## config.mk

```make
export PLATFORM = sky130hd
export DESIGN_NAME = sprite_object_pixel_generator_unit
export DESIGN_NICKNAME = d
export VERILOG_FILES = /design/src/sopg_pkg.sv /design/src/sprite_object_pixel_generator_unit.sv
export VERILOG_INCLUDE_DIRS = /design/src /design/src/src
export SDC_FILE = /design/constraint.sdc
export NUM_CORES = 1
export LEC_CHECK = 0
export ABC_CLOCK_PERIOD_IN_PS = 6900
export BUFFER_PORTS_ARGS = -buffer_cell sky130_fd_sc_hd__clkbuf_2
export CAP_MARGIN = 20
export CORE_MARGIN = 1
export CORE_UTILIZATION = 60
export DETAILED_ROUTE_END_ITERATION = 12
export GPL_TIMING_DRIVEN = 0
export PLACE_DENSITY = 0.88
export SYNTH_ARGS = -nofsm -noshare
export SYNTH_HDL_FRONTEND = slang
export SYNTH_SLANG_ARGS = --single-unit
```

## constraint.sdc

```tcl
create_clock -name i_clk -period 6.9 [get_ports i_clk]
set_clock_uncertainty 0.15 [all_clocks]
set_input_delay 1.38 -clock i_clk [delete_from_list [all_inputs] [get_ports i_clk]]
set_output_delay 1.38 -clock i_clk [all_outputs]
set_load 0.01 [all_outputs]
```

## src/assert_macros.svh

```systemverilog
// Assertion macros for the RTL top level.
// Needs a clock named i_clk and an active-low reset named i_rst_n in scope.
`ifndef ASSERT_MACROS_SVH
`define ASSERT_MACROS_SVH

// Same-cycle implication, checked out of reset.
`define ASSERT_IMPL(label, ante, cons) \
    label: assert property (@(posedge i_clk) disable iff (!i_rst_n) (ante) |-> (cons)) \
        else $error("assertion failed: same-cycle implication");

// Next-cycle implication, checked out of reset.
`define ASSERT_NEXT(label, ante, cons) \
    label: assert property (@(posedge i_clk) disable iff (!i_rst_n) (ante) |=> (cons)) \
        else $error("assertion failed: next-cycle implication");

`endif

```

## src/sopg_pkg.sv

```systemverilog
// Constants and codes for the sprite object pixel generator.
// No dependencies.
`default_nettype none

package sopg_pkg;

    localparam int RESET_MIN_PLAYER   = 3;
    localparam int RESET_MIN_OTHER    = 2;
    localparam int RESET_DELAY_PLAYER = 5;
    localparam int RESET_DELAY_OTHER  = 4;

    localparam logic [8:0] LINE_PIXELS  = 9'd160;
    localparam logic [7:0] BLANK_CLOCKS = 8'd68;

    localparam logic [7:0] POS_MIN_PLAYER   = 8'(RESET_MIN_PLAYER % 160);
    localparam logic [7:0] POS_MIN_OTHER    = 8'(RESET_MIN_OTHER % 160);
    localparam logic [7:0] POS_DELAY_PLAYER = 8'(RESET_DELAY_PLAYER);
    localparam logic [7:0] POS_DELAY_OTHER  = 8'(RESET_DELAY_OTHER);

    // request codes (tuser)
    localparam logic [1:0] REQ_QUERY  = 2'd0;
    localparam logic [1:0] REQ_RESET  = 2'd1;
    localparam logic [1:0] REQ_MOTION = 2'd2;

    // object kinds
    localparam logic [1:0] KIND_PLAYER  = 2'd0;
    localparam logic [1:0] KIND_MISSILE = 2'd1;

    // configuration register indexes
    localparam logic [2:0] CFG_OBJECT_KIND  = 3'd0;
    localparam logic [2:0] CFG_SIZE_MODE    = 3'd1;
    localparam logic [2:0] CFG_BALL_CONTROL = 3'd2;
    localparam logic [2:0] CFG_GRAPHICS     = 3'd3;
    localparam logic [2:0] CFG_REFLECT      = 3'd4;

    // copy layouts, size_mode[2:0]
    localparam logic [2:0] MODE_TWO_CLOSE   = 3'd1;
    localparam logic [2:0] MODE_TWO_MED     = 3'd2;
    localparam logic [2:0] MODE_THREE_CLOSE = 3'd3;
    localparam logic [2:0] MODE_TWO_WIDE    = 3'd4;
    localparam logic [2:0] MODE_DOUBLE      = 3'd5;
    localparam logic [2:0] MODE_THREE_MED   = 3'd6;
    localparam logic [2:0] MODE_QUAD        = 3'd7;

    localparam logic [7:0] GAP_CLOSE = 8'd16;
    localparam logic [7:0] GAP_MED   = 8'd32;
    localparam logic [7:0] GAP_WIDE  = 8'd64;

endpackage

`default_nettype wire

```

## src/sprite_object_pixel_generator_unit.sv

```systemverilog
// Top level of the sprite object pixel generator: position keeping and pixel test.
// Depends on sopg_pkg and assert_macros.svh.
//
// Usage:
//  - Input stream: s_axis_tuser carries the request code (0 pixel query,
//    1 position reset strobe, 2 motion apply); s_axis_tdata carries
//    pixel_x, color_clock and motion. A transfer happens when tvalid and
//    tready are both high.
//  - Output stream: one result per input transfer, in order, carrying
//    drawing, in_copy, copy_offset and the position after that item.
//  - Configuration: i_cfg_we writes i_cfg_wdata to register i_cfg_addr
//    (0 kind, 1 size mode, 2 ball control, 3 graphics, 4 reflect). Write
//    only while no item is in flight.
//  - Throughput: one item per cycle while the output is not stalled; the
//    position register closes its feedback loop through a single compute
//    stage, so strobes and queries may be interleaved freely. An item
//    passes the input register, then the result register, before its result is valid.
//  - Stall: when m_axis_tready is low the result holds and one more item
//    is held in the input register; s_axis_tready then drops.
//  - Reset: synchronous, active low; clears valids, the configuration
//    registers and the position to 0.
`default_nettype none
`include "assert_macros.svh"

module sprite_object_pixel_generator_unit (
    input  wire logic        i_clk,
    input  wire logic        i_rst_n,
    input  wire logic        s_axis_tvalid,
    output logic             s_axis_tready,
    input  wire logic [23:0] s_axis_tdata,  // pixel_x[7:0], color_clock[15:8], motion[23:16]
    input  wire logic [1:0]  s_axis_tuser,  // req_type[1:0]
    output logic             m_axis_tvalid,
    input  wire logic        m_axis_tready,
    output logic [15:0]      m_axis_tdata,  // drawing[0], in_copy[1], copy_offset[6:2],
                                            // position[14:7], zero[15]
    input  wire logic        i_cfg_we,
    input  wire logic [2:0]  i_cfg_addr,
    input  wire logic [7:0]  i_cfg_wdata
);

    // configuration
    logic [1:0] r_kind;
    logic [7:0] r_size_mode;
    logic [7:0] r_ball_ctrl;
    logic [7:0] r_graphics;
    logic       r_reflect;

    // input stage
    logic       r_in_valid;
    logic [1:0] r_in_req;
    logic [7:0] r_in_x;
    logic [7:0] r_in_cc;
    logic [7:0] r_in_mv;

    // state and result
    logic       r_out_valid;
    logic       r_out_drawing;
    logic       r_out_in_copy;
    logic [4:0] r_out_offset;
    logic [7:0] r_position;

    logic       w_advance;
    logic       w_in_take;

    logic       n_drawing;
    logic       n_in_copy;
    logic [4:0] n_offset;
    logic [7:0] n_position;

    logic       w_is_player;
    logic       w_is_ball;
    logic [2:0] w_mode;
    logic [1:0] w_scale_sh;
    logic [5:0] w_width;
    logic [7:0] w_gap_a;
    logic [7:0] w_gap_b;
    logic       w_has_a;
    logic       w_has_b;
    logic [7:0] w_start_a;
    logic [7:0] w_start_b;
    logic [7:0] w_d0;
    logic [7:0] w_d1;
    logic [7:0] w_d2;
    logic       w_hit0;
    logic       w_hit1;
    logic       w_hit2;
    logic [7:0] w_hit_d;
    logic [2:0] w_bit;
    logic [2:0] w_sh;
    logic [8:0] w_rst_sum;
    logic [3:0] w_nib;
    logic [8:0] w_mv_sum;

    function automatic logic [7:0] wrap_line(input logic [8:0] v);
        wrap_line = (v >= sopg_pkg::LINE_PIXELS) ? 8'(v - sopg_pkg::LINE_PIXELS) : v[7:0];
    endfunction

    function automatic logic [7:0] line_dist(input logic [7:0] x, input logic [7:0] s);
        line_dist = (x >= s) ? 8'(x - s)
                             : 8'({1'b0, x} + sopg_pkg::LINE_PIXELS - {1'b0, s});
    endfunction

    assign w_advance     = !r_out_valid || m_axis_tready;
    assign s_axis_tready = !r_in_valid || w_advance;
    assign w_in_take     = s_axis_tvalid && s_axis_tready;

    assign m_axis_tvalid = r_out_valid;
    assign m_axis_tdata  = {1'b0, r_position, r_out_offset, r_out_in_copy, r_out_drawing};

    // configuration writes
    always_ff @(posedge i_clk) begin
        if (!i_rst_n) begin
            r_kind      <= '0;
            r_size_mode <= '0;
            r_ball_ctrl <= '0;
            r_graphics  <= '0;
            r_reflect   <= 1'b0;
        end else if (i_cfg_we) begin
            case (i_cfg_addr)
                sopg_pkg::CFG_OBJECT_KIND:  r_kind      <= i_cfg_wdata[1:0];
                sopg_pkg::CFG_SIZE_MODE:    r_size_mode <= i_cfg_wdata;
                sopg_pkg::CFG_BALL_CONTROL: r_ball_ctrl <= i_cfg_wdata;
                sopg_pkg::CFG_GRAPHICS:     r_graphics  <= i_cfg_wdata;
                sopg_pkg::CFG_REFLECT:      r_reflect   <= i_cfg_wdata[0];
                default: ;
            endcase
        end
    end

    // input register
    always_ff @(posedge i_clk) begin
        if (!i_rst_n) begin
            r_in_valid <= 1'b0;
        end else if (s_axis_tready) begin
            r_in_valid <= s_axis_tvalid;
        end
    end

    always_ff @(posedge i_clk) begin
        if (w_in_take) begin
            r_in_req <= s_axis_tuser;
            r_in_x   <= s_axis_tdata[7:0];
            r_in_cc  <= s_axis_tdata[15:8];
            r_in_mv  <= s_axis_tdata[23:16];
        end
    end

    // pixel test
    always_comb begin
        w_is_player = (r_kind == sopg_pkg::KIND_PLAYER);
        w_is_ball   = r_kind[1];
        w_mode      = r_size_mode[2:0];

        case (w_mode)
            sopg_pkg::MODE_DOUBLE: w_scale_sh = 2'd1;
            sopg_pkg::MODE_QUAD:   w_scale_sh = 2'd2;
            default:               w_scale_sh = 2'd0;
        endcase

        if (w_is_player) begin
            w_width = 6'd8 << w_scale_sh;
        end else if (w_is_ball) begin
            w_width = 6'd1 << r_ball_ctrl[5:4];
        end else begin
            w_width = 6'd1 << r_size_mode[5:4];
        end

        w_gap_a = '0;
        w_gap_b = '0;
        w_has_a = 1'b0;
        w_has_b = 1'b0;
        case (w_mode)
            sopg_pkg::MODE_TWO_CLOSE: begin
                w_gap_a = sopg_pkg::GAP_CLOSE;
                w_has_a = 1'b1;
            end
            sopg_pkg::MODE_TWO_MED: begin
                w_gap_a = sopg_pkg::GAP_MED;
                w_has_a = 1'b1;
            end
            sopg_pkg::MODE_THREE_CLOSE: begin
                w_gap_a = sopg_pkg::GAP_CLOSE;
                w_gap_b = sopg_pkg::GAP_MED;
                w_has_a = 1'b1;
                w_has_b = 1'b1;
            end
            sopg_pkg::MODE_TWO_WIDE: begin
                w_gap_a = sopg_pkg::GAP_WIDE;
                w_has_a = 1'b1;
            end
            sopg_pkg::MODE_THREE_MED: begin
                w_gap_a = sopg_pkg::GAP_MED;
                w_gap_b = sopg_pkg::GAP_WIDE;
                w_has_a = 1'b1;
                w_has_b = 1'b1;
            end
            default: ;
        endcase
        if (w_is_ball) begin
            w_has_a = 1'b0;
            w_has_b = 1'b0;
        end

        w_start_a = wrap_line({1'b0, r_position} + {1'b0, w_gap_a});
        w_start_b = wrap_line({1'b0, r_position} + {1'b0, w_gap_b});

        w_d0 = line_dist(r_in_x, r_position);
        w_d1 = line_dist(r_in_x, w_start_a);
        w_d2 = line_dist(r_in_x, w_start_b);

        w_hit0 = (w_d0 < {2'b00, w_width});
        w_hit1 = w_has_a && (w_d1 < {2'b00, w_width});
        w_hit2 = w_has_b && (w_d2 < {2'b00, w_width});

        if (w_hit0) begin
            w_hit_d = w_d0;
        end else if (w_hit1) begin
            w_hit_d = w_d1;
        end else begin
            w_hit_d = w_d2;
        end

        w_bit = 3'(w_hit_d >> w_scale_sh);
        w_sh  = r_reflect ? w_bit : 3'd7 - w_bit;
    end

    // position update and result fields
    always_comb begin
        w_rst_sum = {1'b0, r_in_cc} - {1'b0, sopg_pkg::BLANK_CLOCKS}
                  + (w_is_player ? {1'b0, sopg_pkg::POS_DELAY_PLAYER}
                                 : {1'b0, sopg_pkg::POS_DELAY_OTHER});
        w_nib     = r_in_mv[7:4];
        if (w_nib[3]) begin
            w_mv_sum = {1'b0, r_position} + 9'(5'd16 - {1'b0, w_nib});
        end else begin
            w_mv_sum = {1'b0, r_position} + sopg_pkg::LINE_PIXELS - {5'd0, w_nib};
        end

        n_drawing  = 1'b0;
        n_in_copy  = 1'b0;
        n_offset   = '0;
        n_position = r_position;
        case (r_in_req)
            sopg_pkg::REQ_QUERY: begin
                n_in_copy = w_hit0 || w_hit1 || w_hit2;
                if (n_in_copy) begin
                    n_offset  = w_hit_d[4:0];
                    n_drawing = w_is_player ? r_graphics[w_sh] : 1'b1;
                end
            end
            sopg_pkg::REQ_RESET: begin
                if (r_in_cc < sopg_pkg::BLANK_CLOCKS) begin
                    n_position = w_is_player ? sopg_pkg::POS_MIN_PLAYER
                                             : sopg_pkg::POS_MIN_OTHER;
                end else begin
                    n_position = wrap_line(w_rst_sum);
                end
            end
            sopg_pkg::REQ_MOTION: begin
                n_position = wrap_line(w_mv_sum);
            end
            default: ;
        endcase
    end

    // result register
    always_ff @(posedge i_clk) begin
        if (!i_rst_n) begin
            r_out_valid <= 1'b0;
            r_position  <= '0;
        end else if (w_advance) begin
            r_out_valid <= r_in_valid;
            if (r_in_valid) begin
                r_position <= n_position;
            end
        end
    end

    always_ff @(posedge i_clk) begin
        if (w_advance && r_in_valid) begin
            r_out_drawing <= n_drawing;
            r_out_in_copy <= n_in_copy;
            r_out_offset  <= n_offset;
        end
    end

    `ASSERT_IMPL(a_pos_in_line, 1'b1, {1'b0, r_position} < sopg_pkg::LINE_PIXELS)
    `ASSERT_IMPL(a_miss_clean, r_out_valid && !r_out_in_copy, (r_out_offset == 5'd0) && !r_out_drawing)
    `ASSERT_NEXT(a_stall_keeps_item, r_in_valid && r_out_valid && !m_axis_tready, r_in_valid)
    `ASSERT_NEXT(a_query_keeps_pos, w_advance && r_in_valid && (r_in_req == sopg_pkg::REQ_QUERY), r_position == $past(r_position))

endmodule

`default_nettype wire

```

=== Word level (Yosys, flattened, before mapping) ===
Index checks and enable logic that the tools add are counted.

* Register bits: 66
* Output and inout bits: 18
* Logic and storage cells: 116

* Add/sub/neg operators: 20
* $lt $le $gt $ge: 12
* Equality and inequality tests: 13
* Shifts and indexed selects: 4
* Muxes and demuxes: 27
* Reductions and logical operators: 25

{| class="wikitable"
|+ Operators by type and width
! cell !! number
|-
| $mux 8 || 10
|-
| $sub 8x8->8 || 6
|-
| $ge 9x8->1 const B || 4
|-
| $sub 8x8->8 const B || 4
|-
| $ge 8x8->1 || 3
|-
| $lt 8x6->1 || 3
|-
| $pmux 7 s3 || 1
|-
| $add 8x7->9 || 2
|-
| $pmux 8 s2 || 1
|-
| $eq 3x3->1 const B || 5
|-
| $pmux 7 s2 || 1
|-
| $eq 3x2->1 const B || 4
|-
| $mux 6 || 2
|-
| $reduce_and 2->1 || 6
|-
| $shl 1x2->6 const A || 2
|-
| $add 8x8->9 const B || 1
|-
| $add 8x9->9 || 1
|-
| $add 9x3->9 || 1
|-
| $mux 9 || 1
|-
| $sub 8x7->9 const B || 1
|-
| $sub 9x4->9 || 1
|-
| $add 8x8->8 const B || 1
|-
| $lt 8x7->1 const B || 1
|-
| $mux 1 || 8
|-
| 20 further kinds || 31
|}

=== Longest topological paths before layout ===
Gate-level depths: netlist of the first run.

* Word-level depth: 18
* Mapped depth: 27

=== Worst setup path after synthesis of the first run ===
OpenSTA, ideal clock, no wires.

* Path kind: register to register
* Start point: register r_size_mode[0]
* End point: register r_out_drawing, data pin
* Library setup time: 170 ps
* Arrival: 5675 ps
* Path slack: 905 ps
* Stages on the path, launching flop included: 28
* Path buffers: 2
* Period minus slack after synthesis: 5995 ps
* Path through: dfxtp_1 -> clkbuf_1 -> nor2b_1 -> ha_1 -> inv_1 -> fa_1 -> xnor2_1 -> inv_1 -> ha_1 -> clkbuf_1 -> a221o_1 -> a21oi_1 -> a21oi_1 -> ha_1 -> inv_1 -> o32ai_1 -> a211o_2 -> xnor2_1 -> ha_1 -> a2111oi_0 -> o31ai_1 -> a31oi_1 -> nand2_1 -> o21a_1 -> or4_4 -> nand3_2 -> nor3_2 -> nor4_2

* Longest elaborated chain between the ends: 18
* Elaborated cells on any way between the ends: 52
* Those cells by class: 9 x add/sub; 7 x order compare; 7 x eq/ne; 2 x shift; 18 x mux; 9 x reduce/logical

{| class="wikitable"
|+ RTL lines
! item !! RTL line !! source
|-
| start: declaration || sprite_object_pixel_generator_unit.sv:43 || <nowiki>logic [7:0] r_size_mode;</nowiki>
|-
| start signal: assignment || sprite_object_pixel_generator_unit.sv:121 || <nowiki>sopg_pkg::CFG_SIZE_MODE: r_size_mode <= i_cfg_wdata;</nowiki>
|-
| $eq 3x3->1, or another cell as far along || sprite_object_pixel_generator_unit.sv:172 || <nowiki>case (w_mode)</nowiki>
|-
| $reduce_or 2->1 (no source line) || - ||
|-
| $pmux 7 s3 || sprite_object_pixel_generator_unit.sv:172 ||
|-
| $add 8x7->9 || sprite_object_pixel_generator_unit.sv:204 || <nowiki>w_start_a = wrap_line({1'b0, r_position} + {1'b0, w_gap_a});</nowiki>
|-
| $sub 8x8->8 / $ge 9x8->1 (equally long branches) || sprite_object_pixel_generator_unit.sv:95 || <nowiki>wrap_line = (v >= sopg_pkg::LINE_PIXELS) ? 8'(v - sopg_pkg::LINE_PIXELS) : v[7:0];</nowiki>
|-
| $mux 8 || sprite_object_pixel_generator_unit.sv:95 ||
|-
| $sub 8x8->8, or another cell as far along || sprite_object_pixel_generator_unit.sv:100 || <nowiki>: 8'({1'b0, x} + sopg_pkg::LINE_PIXELS - {1'b0, s});</nowiki>
|-
| $mux 8 || sprite_object_pixel_generator_unit.sv:99 || <nowiki>line_dist = (x >= s) ? 8'(x - s)</nowiki>
|-
| [2 not listed] || - ||
|-
| $mux 8 || sprite_object_pixel_generator_unit.sv:217 || <nowiki>end else if (w_hit1) begin</nowiki>
|-
| $mux 8 || sprite_object_pixel_generator_unit.sv:215 || <nowiki>if (w_hit0) begin</nowiki>
|-
| $shr 8x2->3 || sprite_object_pixel_generator_unit.sv:223 || <nowiki>w_bit = 3'(w_hit_d >> w_scale_sh);</nowiki>
|-
| $sub 3x3->3 || sprite_object_pixel_generator_unit.sv:224 || <nowiki>w_sh = r_reflect ? w_bit : 3'd7 - w_bit;</nowiki>
|-
| $mux 3 || sprite_object_pixel_generator_unit.sv:224 ||
|-
| $bmux 1 s3 || sprite_object_pixel_generator_unit.sv:248 || <nowiki>n_drawing = w_is_player ? r_graphics[w_sh] : 1'b1;</nowiki>
|-
| $mux 1 (implied by the code) || sprite_object_pixel_generator_unit.sv:248 ||
|-
| $mux 1 || sprite_object_pixel_generator_unit.sv:248 ||
|-
| end signal: assignment || sprite_object_pixel_generator_unit.sv:281 || <nowiki>r_out_drawing <= n_drawing;</nowiki>
|-
| end: declaration || sprite_object_pixel_generator_unit.sv:57 || <nowiki>logic r_out_drawing;</nowiki>
|}

Several ways; a longest one is shown, not always the timed one. The select of a mux whose other input is x is not followed.
A chain may end at the register's enable or synchronous reset.

=== Worst setup path after layout of the first run ===
Same ends and word-level chain as after synthesis.

==> results of run 1 <==
==> synth_stat cells, types with 4 or more instances <==
library cell / instances / area (um^2)
a211oi_1: 4 / 30.0
a21boi_0: 12 / 90.1
a21o_1: 6 / 45.0
a21oi_1: 43 / 215
a31oi_1: 8 / 50.1
and2_1: 7 / 43.8
and3_1: 8 / 50.1
clkbuf_1: 16 / 60.1
dfxtp_1: 28 / 561
edfxtp_1: 29 / 871
fa_1: 5 / 100
ha_1: 58 / 726
inv_1: 43 / 161
mux2i_1: 16 / 160
nand2_1: 55 / 206
nand2b_1: 12 / 75.1
nand3_1: 15 / 75.1
nor2_1: 38 / 143
nor2b_1: 20 / 125
nor3_1: 17 / 85.1
o211ai_1: 5 / 37.5
o21a_1: 10 / 75.1
o21ai_0: 31 / 155
o21bai_1: 6 / 45.0
o221ai_1: 4 / 35.0
o31ai_1: 4 / 30.0
xnor2_1: 35 / 307
xor2_1: 6 / 52.6
==> sequential cells by signal, indices dropped and copies added (netlist names) <==
name and cells:
m_axis_tvalid 1, r_in_req 2, r_in_valid 1, r_reflect 1, r_in_cc 8, r_graphics 8, r_out_drawing 1, r_kind 2
r_out_offset 5, r_in_mv 4, r_position 8, r_in_x 8, r_ball_ctrl 2, r_size_mode 5, r_out_in_copy 1
==> metrics by stage <==
stage               utilization [%]  instances
floorplan                         -        617
global placement               68.1        776
detailed placement             68.1        776
CTS                            71.0        792
global route                   71.3        791
finish                         71.3        791
==> what timing repair did <==
| action | in CTS | in global routing |
|---|---|---|
| buffers inserted | 0 | 0 |
| endpoints found under the setup margin | 1 | 2 |
| gates cloned | 0 | 0 |
| resized for setup | 1 | 7 |
==> final timing paths <==
kind	to	cells after the start	start
setup / recovery	r_out_drawing$_SDFFCE_PN0P_	25	r_size_mode[0]$_SDFFE_PN0P_
hold / removal	r_graphics[6]$_SDFFE_PN0P_	2	r_graphics[6]$_SDFFE_PN0P_
setup reg to reg	r_out_drawing$_SDFFCE_PN0P_	25	r_size_mode[0]$_SDFFE_PN0P_
hold reg to reg	r_graphics[6]$_SDFFE_PN0P_	2	r_graphics[6]$_SDFFE_PN0P_
==> cell type report <==
class / instances / area [um^2] / area share, %
multi-input cells: 496 / 3650 / 61.1
inverters: 43 / 161 / 2.70
flip-flops and latches: 57 / 1430 / 24.0
repair buffers: 55 / 285 / 4.77
well taps: 105 / 131 / 2.20
clock buffers: 11 / 174 / 2.91
clock inverters: 5 / 57.6 / 0.963
plain buffers: 19 / 83.8 / 1.40
==> metal layers <==
layer / part of all wire (%) / vias up / track usage, %
li1: - / 2388 / -
met1: 43 / 2343 / 38.3
met5: 0 / - / 0
met3: 7.0 / 27 / 5.61
met2: 48 / 205 / 51.1
met4: 1.9 / 0 / 11.3
==> worst max-delay path, cell delays in order (launching register included) <==
cell	delay, ns
dfxtp_2	0.43
nor2b_1	0.19
ha_1	0.21
inv_1	0.07
fa_1	0.47
xnor2_2	0.27
inv_1	0.11
ha_2	0.26
a221o_1	0.32
a21oi_1	0.16
a21oi_1	0.07
ha_1	0.40
inv_1	0.12
o32ai_1	0.10
a211o_2	0.36
xnor2_1	0.24
ha_1	0.28
a2111oi_1	0.41
o31ai_1	0.15
a31oi_1	0.23
nand2_1	0.12
o21a_1	0.23
or4_4	0.49
nand3_2	0.12
nor3_2	0.06
nor4_2	0.26
==> power by group <==
| part | switching [uW] | internal (uW) | total [uW] |
|---|---|---|---|
| sequential | 18.6 | 373 | 392 |
| combinational | 211 | 160 | 371 |
| clock | 152 | 211 | 363 |
| total | 382 | 744 | 1130 |
==> logic make-up after synthesis <==
logic type,Yosys count,synth area share [%]
AO/OA/AOI/OAI,170,22.0
XOR/XNOR,41,6.76
adder cells (fa/ha/maj),65,16.0
buffers and inverters,64,4.74
flip-flops,57,27.0
multiplexers,20,4.29
other,1,0.0706
AND/OR/NAND/NOR,199,19.3
==> flow_summary.toml, run 1 <==
[floorplanning]
die_area_um2 = 9230
core-area_um2 = 8380
start_util_pct = 63.4
die_y_um = 96.1
die_w_um = 96.1
rows = 33
io_pins = 60

[cts]
insertion_delay_ns = 0.34
cts_max_level = 3
cts_sinks = 57
numCtsBuffers = 9
cts_tree = "yes"
postCtsHoldBufs = 0
cts_buffer_depth = 2
clk_pin_slew_ns = 0.08
cts-root-buf = "clkbuf_8"

[worst_setup_path]
required_ns = 6.91
worstPathMaxFanout = 9
r2r_slack_ns = 0.42
cp-end-kind = "flip-flop"
worstSetupPathType = "flip-flop to flip-flop"
arrival_ns = 6.50
start_kind = "flip-flop"

[detailed_routing]
vias_per_cell = 6.27
final_antenna_net_count = 0
drc_errors = 0
drtPass1Iterations = 5
wirelength_um = 13400
wire_per_inst_um = 16.9
via_count = 4963
drt_iter0_markers = 247

[sta]
slew_headroom_pct = 56.9
finalMaxSlewViolations = 0
clock.fmax_mhz = 154
tightestPinTransition_ns = 0.647
rsz0062_at_grt = "false"
fin_crit_sh_pct = 94.0
fin_hold_ws_ns = 0.321
fin_tns_setup_ns = 0
fin_ws_ns = 0.416
fin_crit_ns = 6.48
final_hold_viol_count = 0
setup_viol = 0

[synth]
syn_avg_cell_area_um2 = 8.61
synth-edff-count = 29
yosys_warnings = 0
ys_types = 77
synth_cells = 617
synth_flop_cell = "edfxtp_1"
synth_seq_cells = 57
netlist_area_um2 = 5310
async_flop_share_pct = 0
synth-seq-area-share_pct = 27.0
synth_nets = 722

[place]
placement.setup.worst_slack_ns = -0.0701
gp_congestion = 0.901
io_buffers = 54
post_dp_cell_area_um2 = 5710
dp_hpwl_um = 10200

[final_layout]
area_growth_pct = 12.6
fill_cells = 627
layout_commonest_cell = "ha_1"
drive_gt1_share_pct = 14.3
final_cell_mix = "ha_1 (57), clkbuf_2 (55), nand2_1 (55), inv_1 (43), a21oi_1 (43)"
fin_nets = 786
n_antenna_cell = 0
final_cell_area_um2 = 5980

[global_route]
grt_pass1_vias = 4684
grt_pass1_wl_um = 21400
grt_overflow = 0
grt_max_degree = 23
grtUsageTotal_pct = 30.3
antenna_found_initial = 0

[power]
leakage_uw = 0.00248
ir_drop_mv = 0.177
power.density_nw_per_um2 = 188
p_total_uw = 1130

[run_status]
status = "complete, no violations"

[hold_path]
hp-class = "flip-flop to flip-flop"

[job]
cap_violations = 0
No activity file was read; power rests on OpenSTA's default activity.
==> inputs of run 2 (changes only) <==
Settings changed: CORE_UTILIZATION 60 to 50, PLACE_DENSITY 0.88 to 0.76.
==> run 2 against run 1 <==
  * Core utilization decreased by 14 points
  * Clock power decreased by 17%
  * Clock-buffer cell count unchanged
  * Sequential cell count unchanged
  * Routed wire length decreased by 3.5%
  * Sequential power about the same
  * Via count decreased by 4.1%
  * Critical path depth decreased by 1
  * Power decreased by 6.2%
  * Global-route usage decreased by 6.2 points
  * Sequential share of layout area increased by 0.14 points
  * Final area decreased by 0.59%
  * Critical path type unchanged
  * Largest cell class unchanged
  * Highest routed layer unchanged
==> flow_summary.toml, run 2 (synthesis gave the netlist of run 1 again) <==
[global_route]
grt_pass1_vias = 4609
grt_overflow = 0
grtUsageTotal_pct = 24.1
antenna_found_initial = 0
grt_pass1_wl_um = 21200
grt_max_degree = 23

[worst_setup_path]
cp_cell_sequence = "nor2b_1 -> ha_1 -> inv_1 -> fa_1 -> xnor2_2 -> inv_1 -> ha_2 -> o21bai_1 -> a211oi_1 -> nand2_1 -> a221oi_1 -> o32ai_1 -> a211o_2 -> xnor2_1 -> ha_1 -> a2111oi_0 -> o31ai_1 -> a31oi_1 -> nand2_1 -> o21a_1 -> o2111ai_1 -> nand3_2 -> nor4b_1 -> nor4_2"
worstPathMaxFanout = 9
required_ns = 6.83
crit_buf_inv = 2
cp_slowest_cell = "fa_1"
r2r_slack_ns = 0.44
critPathMaxStageDelay_ns = 0.47
rr_worst_depth = 24
worstSetupPathType = "flip-flop to flip-flop"
arrival_ns = 6.40
cp.depth = 24
reg2reg_to = "r_out_drawing$_SDFFCE_PN0P_"
r2r-start = "r_size_mode[0]$_SDFFE_PN0P_"
start_kind = "flip-flop"
cp_top_family = "compound AO/OA/AOI/OAI gates"
cp-end-kind = "flip-flop"

[final_layout]
layout_commonest_cell = "ha_1"
instances_no_fill = 821
drive_gt1_share_pct = 13.7
area_growth_pct = 11.9
final_cell_area_um2 = 5940
final_cell_mix = "ha_1 (57), clkbuf_2 (55), nand2_1 (55), inv_1 (43), a21oi_1 (43)"
final_util_pct = 57.6
fin_nets = 785
n_antenna_cell = 0
fill_cells = 940

[sta]
slew_headroom_pct = 29.6
fin_hold_ws_ns = 0.319
setup_viol = 0
fin_crit_sh_pct = 93.6
rsz0062_at_grt = "false"
fin_crit_ns = 6.46
finalMaxSlewViolations = 0
clock.fmax_mhz = 155
fin_tns_setup_ns = 0
final_hold_viol_count = 0
tightestPinTransition_ns = 1.06

[cts]
clk_pin_slew_ns = 0.08
numCtsBuffers = 9
cts_buffer_depth = 2
cts-root-buf = "clkbuf_8"
cts_tree = "yes"
postCtsHoldBufs = 0
cts_sinks = 57
cts_max_level = 3
insertion_delay_ns = 0.34
post_cts.repair.setup_buffers = 0

[detailed_routing]
dr.max_layer_used = "met4"
via_count = 4760
route.met3.wl_um = 549
wire_per_inst_um = 15.7
wl_met1_um = 5660
wirelength_um = 12900
final_antenna_net_count = 0
drtPass1Iterations = 4
vias_per_cell = 5.80
drc_errors = 0
drt_iter0_markers = 252
routed-wl-met2_um = 6500

[floorplanning]
io_pins = 60
die_area_um2 = 11000
core-area_um2 = 10300
die_w_um = 105
start_util_pct = 51.4
rows = 37
die_y_um = 105

[place]
gp_congestion = 0.940
dp_hpwl_um = 10300
io_buffers = 54
post_dp_cell_area_um2 = 5750
place_inst = 807

[hold_path]
hp-class = "flip-flop to flip-flop"
hold_depth = 2
hold_path.startpoint = "r_graphics[2]$_SDFFE_PN0P_"
min_to = "r_graphics[2]$_SDFFE_PN0P_"

[power]
ir_drop_mv = 0.125
power_frac_comb_pct = 34.4
switching_share_pct = 35.2
power.density_nw_per_um2 = 178
power.switching_uw = 372
p_int_uw = 684
leakage_uw = 0.00244
seq_power_share_pct = 37.0
pwr-share-clk_pct = 28.5

[job]
cap_violations = 0

[run_status]
status = "complete, no violations"
==> run 2: routing by layer <==
layer | up-vias | GRT usage (%)
li1 | 2381 | -
met1 | 2246 | 29.6
met2 | 115 | 42.8
met3 | 18 | 3.81
met4 | 0 | 7.95
met5 | - | 0
==> run 2: metrics by stage <==
stage / power, uW / setup slack, ns
after floorplan: 665 / 0.905
after global placement: 743 / 0.143
after detailed placement: 756 / -0.0346
after CTS: 1050 / 0.106
after global routing: 1120 / 0.0362
final: 1060 / 0.439
==> run 2: tightest hold or removal path, stage by stage, from the launching register on <==
cell,delay [ns]
dfxtp_1,0.31
nand2_1,0.05
a21boi_0,0.06
==> run 2: timing repair <==
item / CTS / global route
endpoints found under the setup margin: 1 / 1
gates resized for setup: 1 / 4
gates cloned: 0 / 0
==> run 2: how the worst max path moves through the flow <==
stage / startpoint / to / slack [ns]
2_1_floorplan: r_size_mode[0]$_SDFFE_PN0P_ / r_out_drawing$_SDFFCE_PN0P_ / 0.90
3_3_place_gp: r_size_mode[0]$_SDFFE_PN0P_ / r_out_drawing$_SDFFCE_PN0P_ / 0.14
3_5_place_dp: r_size_mode[0]$_SDFFE_PN0P_ / r_out_drawing$_SDFFCE_PN0P_ / -0.03
4_1_cts: r_size_mode[0]$_SDFFE_PN0P_ / r_out_drawing$_SDFFCE_PN0P_ / 0.11
5_1_grt: r_size_mode[0]$_SDFFE_PN0P_ / r_out_drawing$_SDFFCE_PN0P_ / 0.04
6_report: r_size_mode[0]$_SDFFE_PN0P_ / r_out_drawing$_SDFFCE_PN0P_ / 0.44
==> run 2: area by class of cell <==
class                   count  area [um^2]  area share [%]
clock inverters             5         33.8           0.569
well taps                 136          170            2.86
repair buffers             54          270            4.55
multi-input cells         496         3640            61.2
plain buffers              19         83.8            1.41
inverters                  43          161            2.72
flip-flops and latches     57         1430            24.1
clock buffers              11          153            2.57
==> run 2: power by group through the flow <==
stage | sequential, uW | combinational, uW | clock (uW)
floorplan | 395 | 271 | 0
global placement | 398 | 345 | 0
detailed placement | 398 | 358 | 0
CTS | 391 | 362 | 302
global route | 394 | 406 | 318
finish | 391 | 363 | 301
==> inputs of run 3 (changes only) <==
Settings changed: CORE_ASPECT_RATIO set to 1.5, TNS_END_PERCENT set to 30.
==> run 3 against run 2 <==
  * Final area grew 2.3%
  * Core utilization grew 1.8 points
  * Clock-buffer cell count grew 4
  * Maximum frequency shrank 1.4%
  * Register-to-register slack lost 0.09 ns
  * Largest power group is now the clock network
  * Critical path type unchanged
  * Non-clock buffer count is the same
  * Sequential share of layout area shrank 0.55 points
  * Combinational power grew 2%
  * Global-route usage grew 1.5 points
  * First-iteration DRC count shrank 6.0%
  * Via count grew 2.9%
  * Clock power grew 53%
==> flow_summary.toml, run 3 (synthesis gave the netlist of run 1 again) <==
[final_layout]
ff_latch_area_um2 = 1430
multiInputGateArea_um2 = 3640
layout_commonest_cell = "ha_1"
fill_cells = 910
area_growth_pct = 14.5
fin_nets = 785
instances_no_fill = 826
n_antenna_cell = 0
final_cell_mix = "ha_1 (58), clkbuf_2 (55), nand2_1 (55), inv_1 (43), a21oi_1 (43)"
drive_gt1_share_pct = 13.6

[floorplanning]
die_area_um2 = 11000
die_y_um = 128
core-area_um2 = 10200
die_w_um = 86.1
start_util_pct = 51.8
rows = 45
io_pins = 60

[sta]
final_hold_viol_count = 0
tightestPinTransition_ns = 1.01
slew_headroom_pct = 32.6
fin_crit_ns = 6.55
fin_crit_sh_pct = 94.9
clock.fmax_mhz = 153
finalMaxSlewViolations = 0
setup_viol = 0
rsz0062_at_grt = "false"

[cts]
cts_sinks = 57
postCtsHoldBufs = 0
numCtsBuffers = 9
cts-root-buf = "clkbuf_16"
cts_buffer_depth = 2
clk_pin_slew_ns = 0.05
cts_tree = "yes"
post_cts.repair.setup_buffers = 0
cts.repair.resized = 0
cts_max_level = 3
insertion_delay_ns = 0.33

[global_route]
grt_pass1_wl_um = 22100
grtUsageTotal_pct = 25.6
grt_max_degree = 23
grt_pass1_vias = 4883
grt_overflow = 0
antenna_found_initial = 0

[hold_path]
hp-class = "flip-flop to flip-flop"

[detailed_routing]
drt_iter0_markers = 237
drc_errors = 0
wire_per_inst_um = 16.5
vias_per_cell = 5.93
wirelength_um = 13700
final_antenna_net_count = 0
via_count = 4897
drtPass1Iterations = 4

[run_status]
status = "complete, no violations"

[worst_setup_path]
arrival_ns = 6.47
start_kind = "flip-flop"
worstSetupPathType = "flip-flop to flip-flop"
cp-end-kind = "flip-flop"
worstPathMaxFanout = 9
required_ns = 6.82

[place]
io_buffers = 54
gp_congestion = 0.885
place_inst = 812
dp_hpwl_um = 10500

[job]
cap_violations = 0

[power]
leakage_uw = 0.00250
p_total_uw = 1220
ir_drop_mv = 0.231
power.density_nw_per_um2 = 201
-- run 3: cell types whose count changed in the layout (fill, tap and decap cells not counted), sizes merged --
cell	delta
inv	-3
clkbuf	+4
clkinvlp	-1
-- run 3: per-stage QoR --
stage / TNS (ns) / hold WS, ns / utilization (%) / setup WS [ns] / area, um^2
2_1_floorplan: 0 / 0.290 / - / 0.905 / 5310
3_3_place_gp: 0 / 0.300 / 56.2 / 0.121 / 5760
3_5_place_dp: -0.0358 / 0.310 / 56.2 / -0.0358 / 5760
4_1_cts: 0 / 0.317 / 59.2 / 0.0424 / 6070
5_1_grt: 0 / 0.337 / 59.3 / 0.0344 / 6080
6_report: 0 / 0.317 / 59.3 / 0.349 / 6080
-- run 3: layout make-up --
cell class	instances	area share [%]
Multi-Input combinational cell	496	59.9
Sequential cell	57	23.6
Clock buffer	15	5.10
Timing Repair Buffer	54	4.44
Tap cell	141	2.90
Inverter	43	2.65
Buffer	19	1.38
Clock inverter	1	0.0823
-- run 3: worst max-delay path: stages, from the launching register on --
cell and delay [ns]:
dfxtp_2 0.44, nor2b_1 0.19, ha_1 0.21, inv_1 0.07
fa_1 0.47, xnor2_2 0.20, inv_1 0.09, ha_1 0.37
nor2b_1 0.09, mux2i_1 0.39, a32oi_1 0.15, or4_1 0.58
o32ai_1 0.28, a211o_2 0.19, xnor2_1 0.14, ha_1 0.27
a2111oi_0 0.43, o31ai_1 0.14, a31oi_1 0.22, nand2_1 0.13
o21a_1 0.22, o2111ai_1 0.21, nand3_2 0.13, nor4b_1 0.43
nor4_2 0.09
-- run 3: worst paths after layout --
kind                               startpoint                           to  slack, ns  depth (start not counted)
setup / recovery  r_size_mode[0]$_SDFFE_PN0P_  r_out_drawing$_SDFFCE_PN0P_       0.35                         24
hold / removal     r_graphics[1]$_SDFFE_PN0P_   r_graphics[1]$_SDFFE_PN0P_       0.32                          2
setup reg to reg  r_size_mode[0]$_SDFFE_PN0P_  r_out_drawing$_SDFFCE_PN0P_       0.35                         24
hold reg to reg    r_graphics[1]$_SDFFE_PN0P_   r_graphics[1]$_SDFFE_PN0P_       0.32                          2
-- run 3: where the power goes --
group	total, uW	leakage, uW	internal, uW	switching, uW
logic	371	0.00184	158	213
clock network	460	0.000156	306	155
registers	392	0.000505	374	18.2
-- run 3: metal layers --
layer	routed length [um]	vias to the layer above	part of all wire [%]	track usage, %
li1	-	2378	-	-
met1	5330	2337	39	26.5
met2	7240	131	53	48.0
met3	421	51	3.1	3.73
met4	660	0	4.8	15.2
met5	0	-	0	0
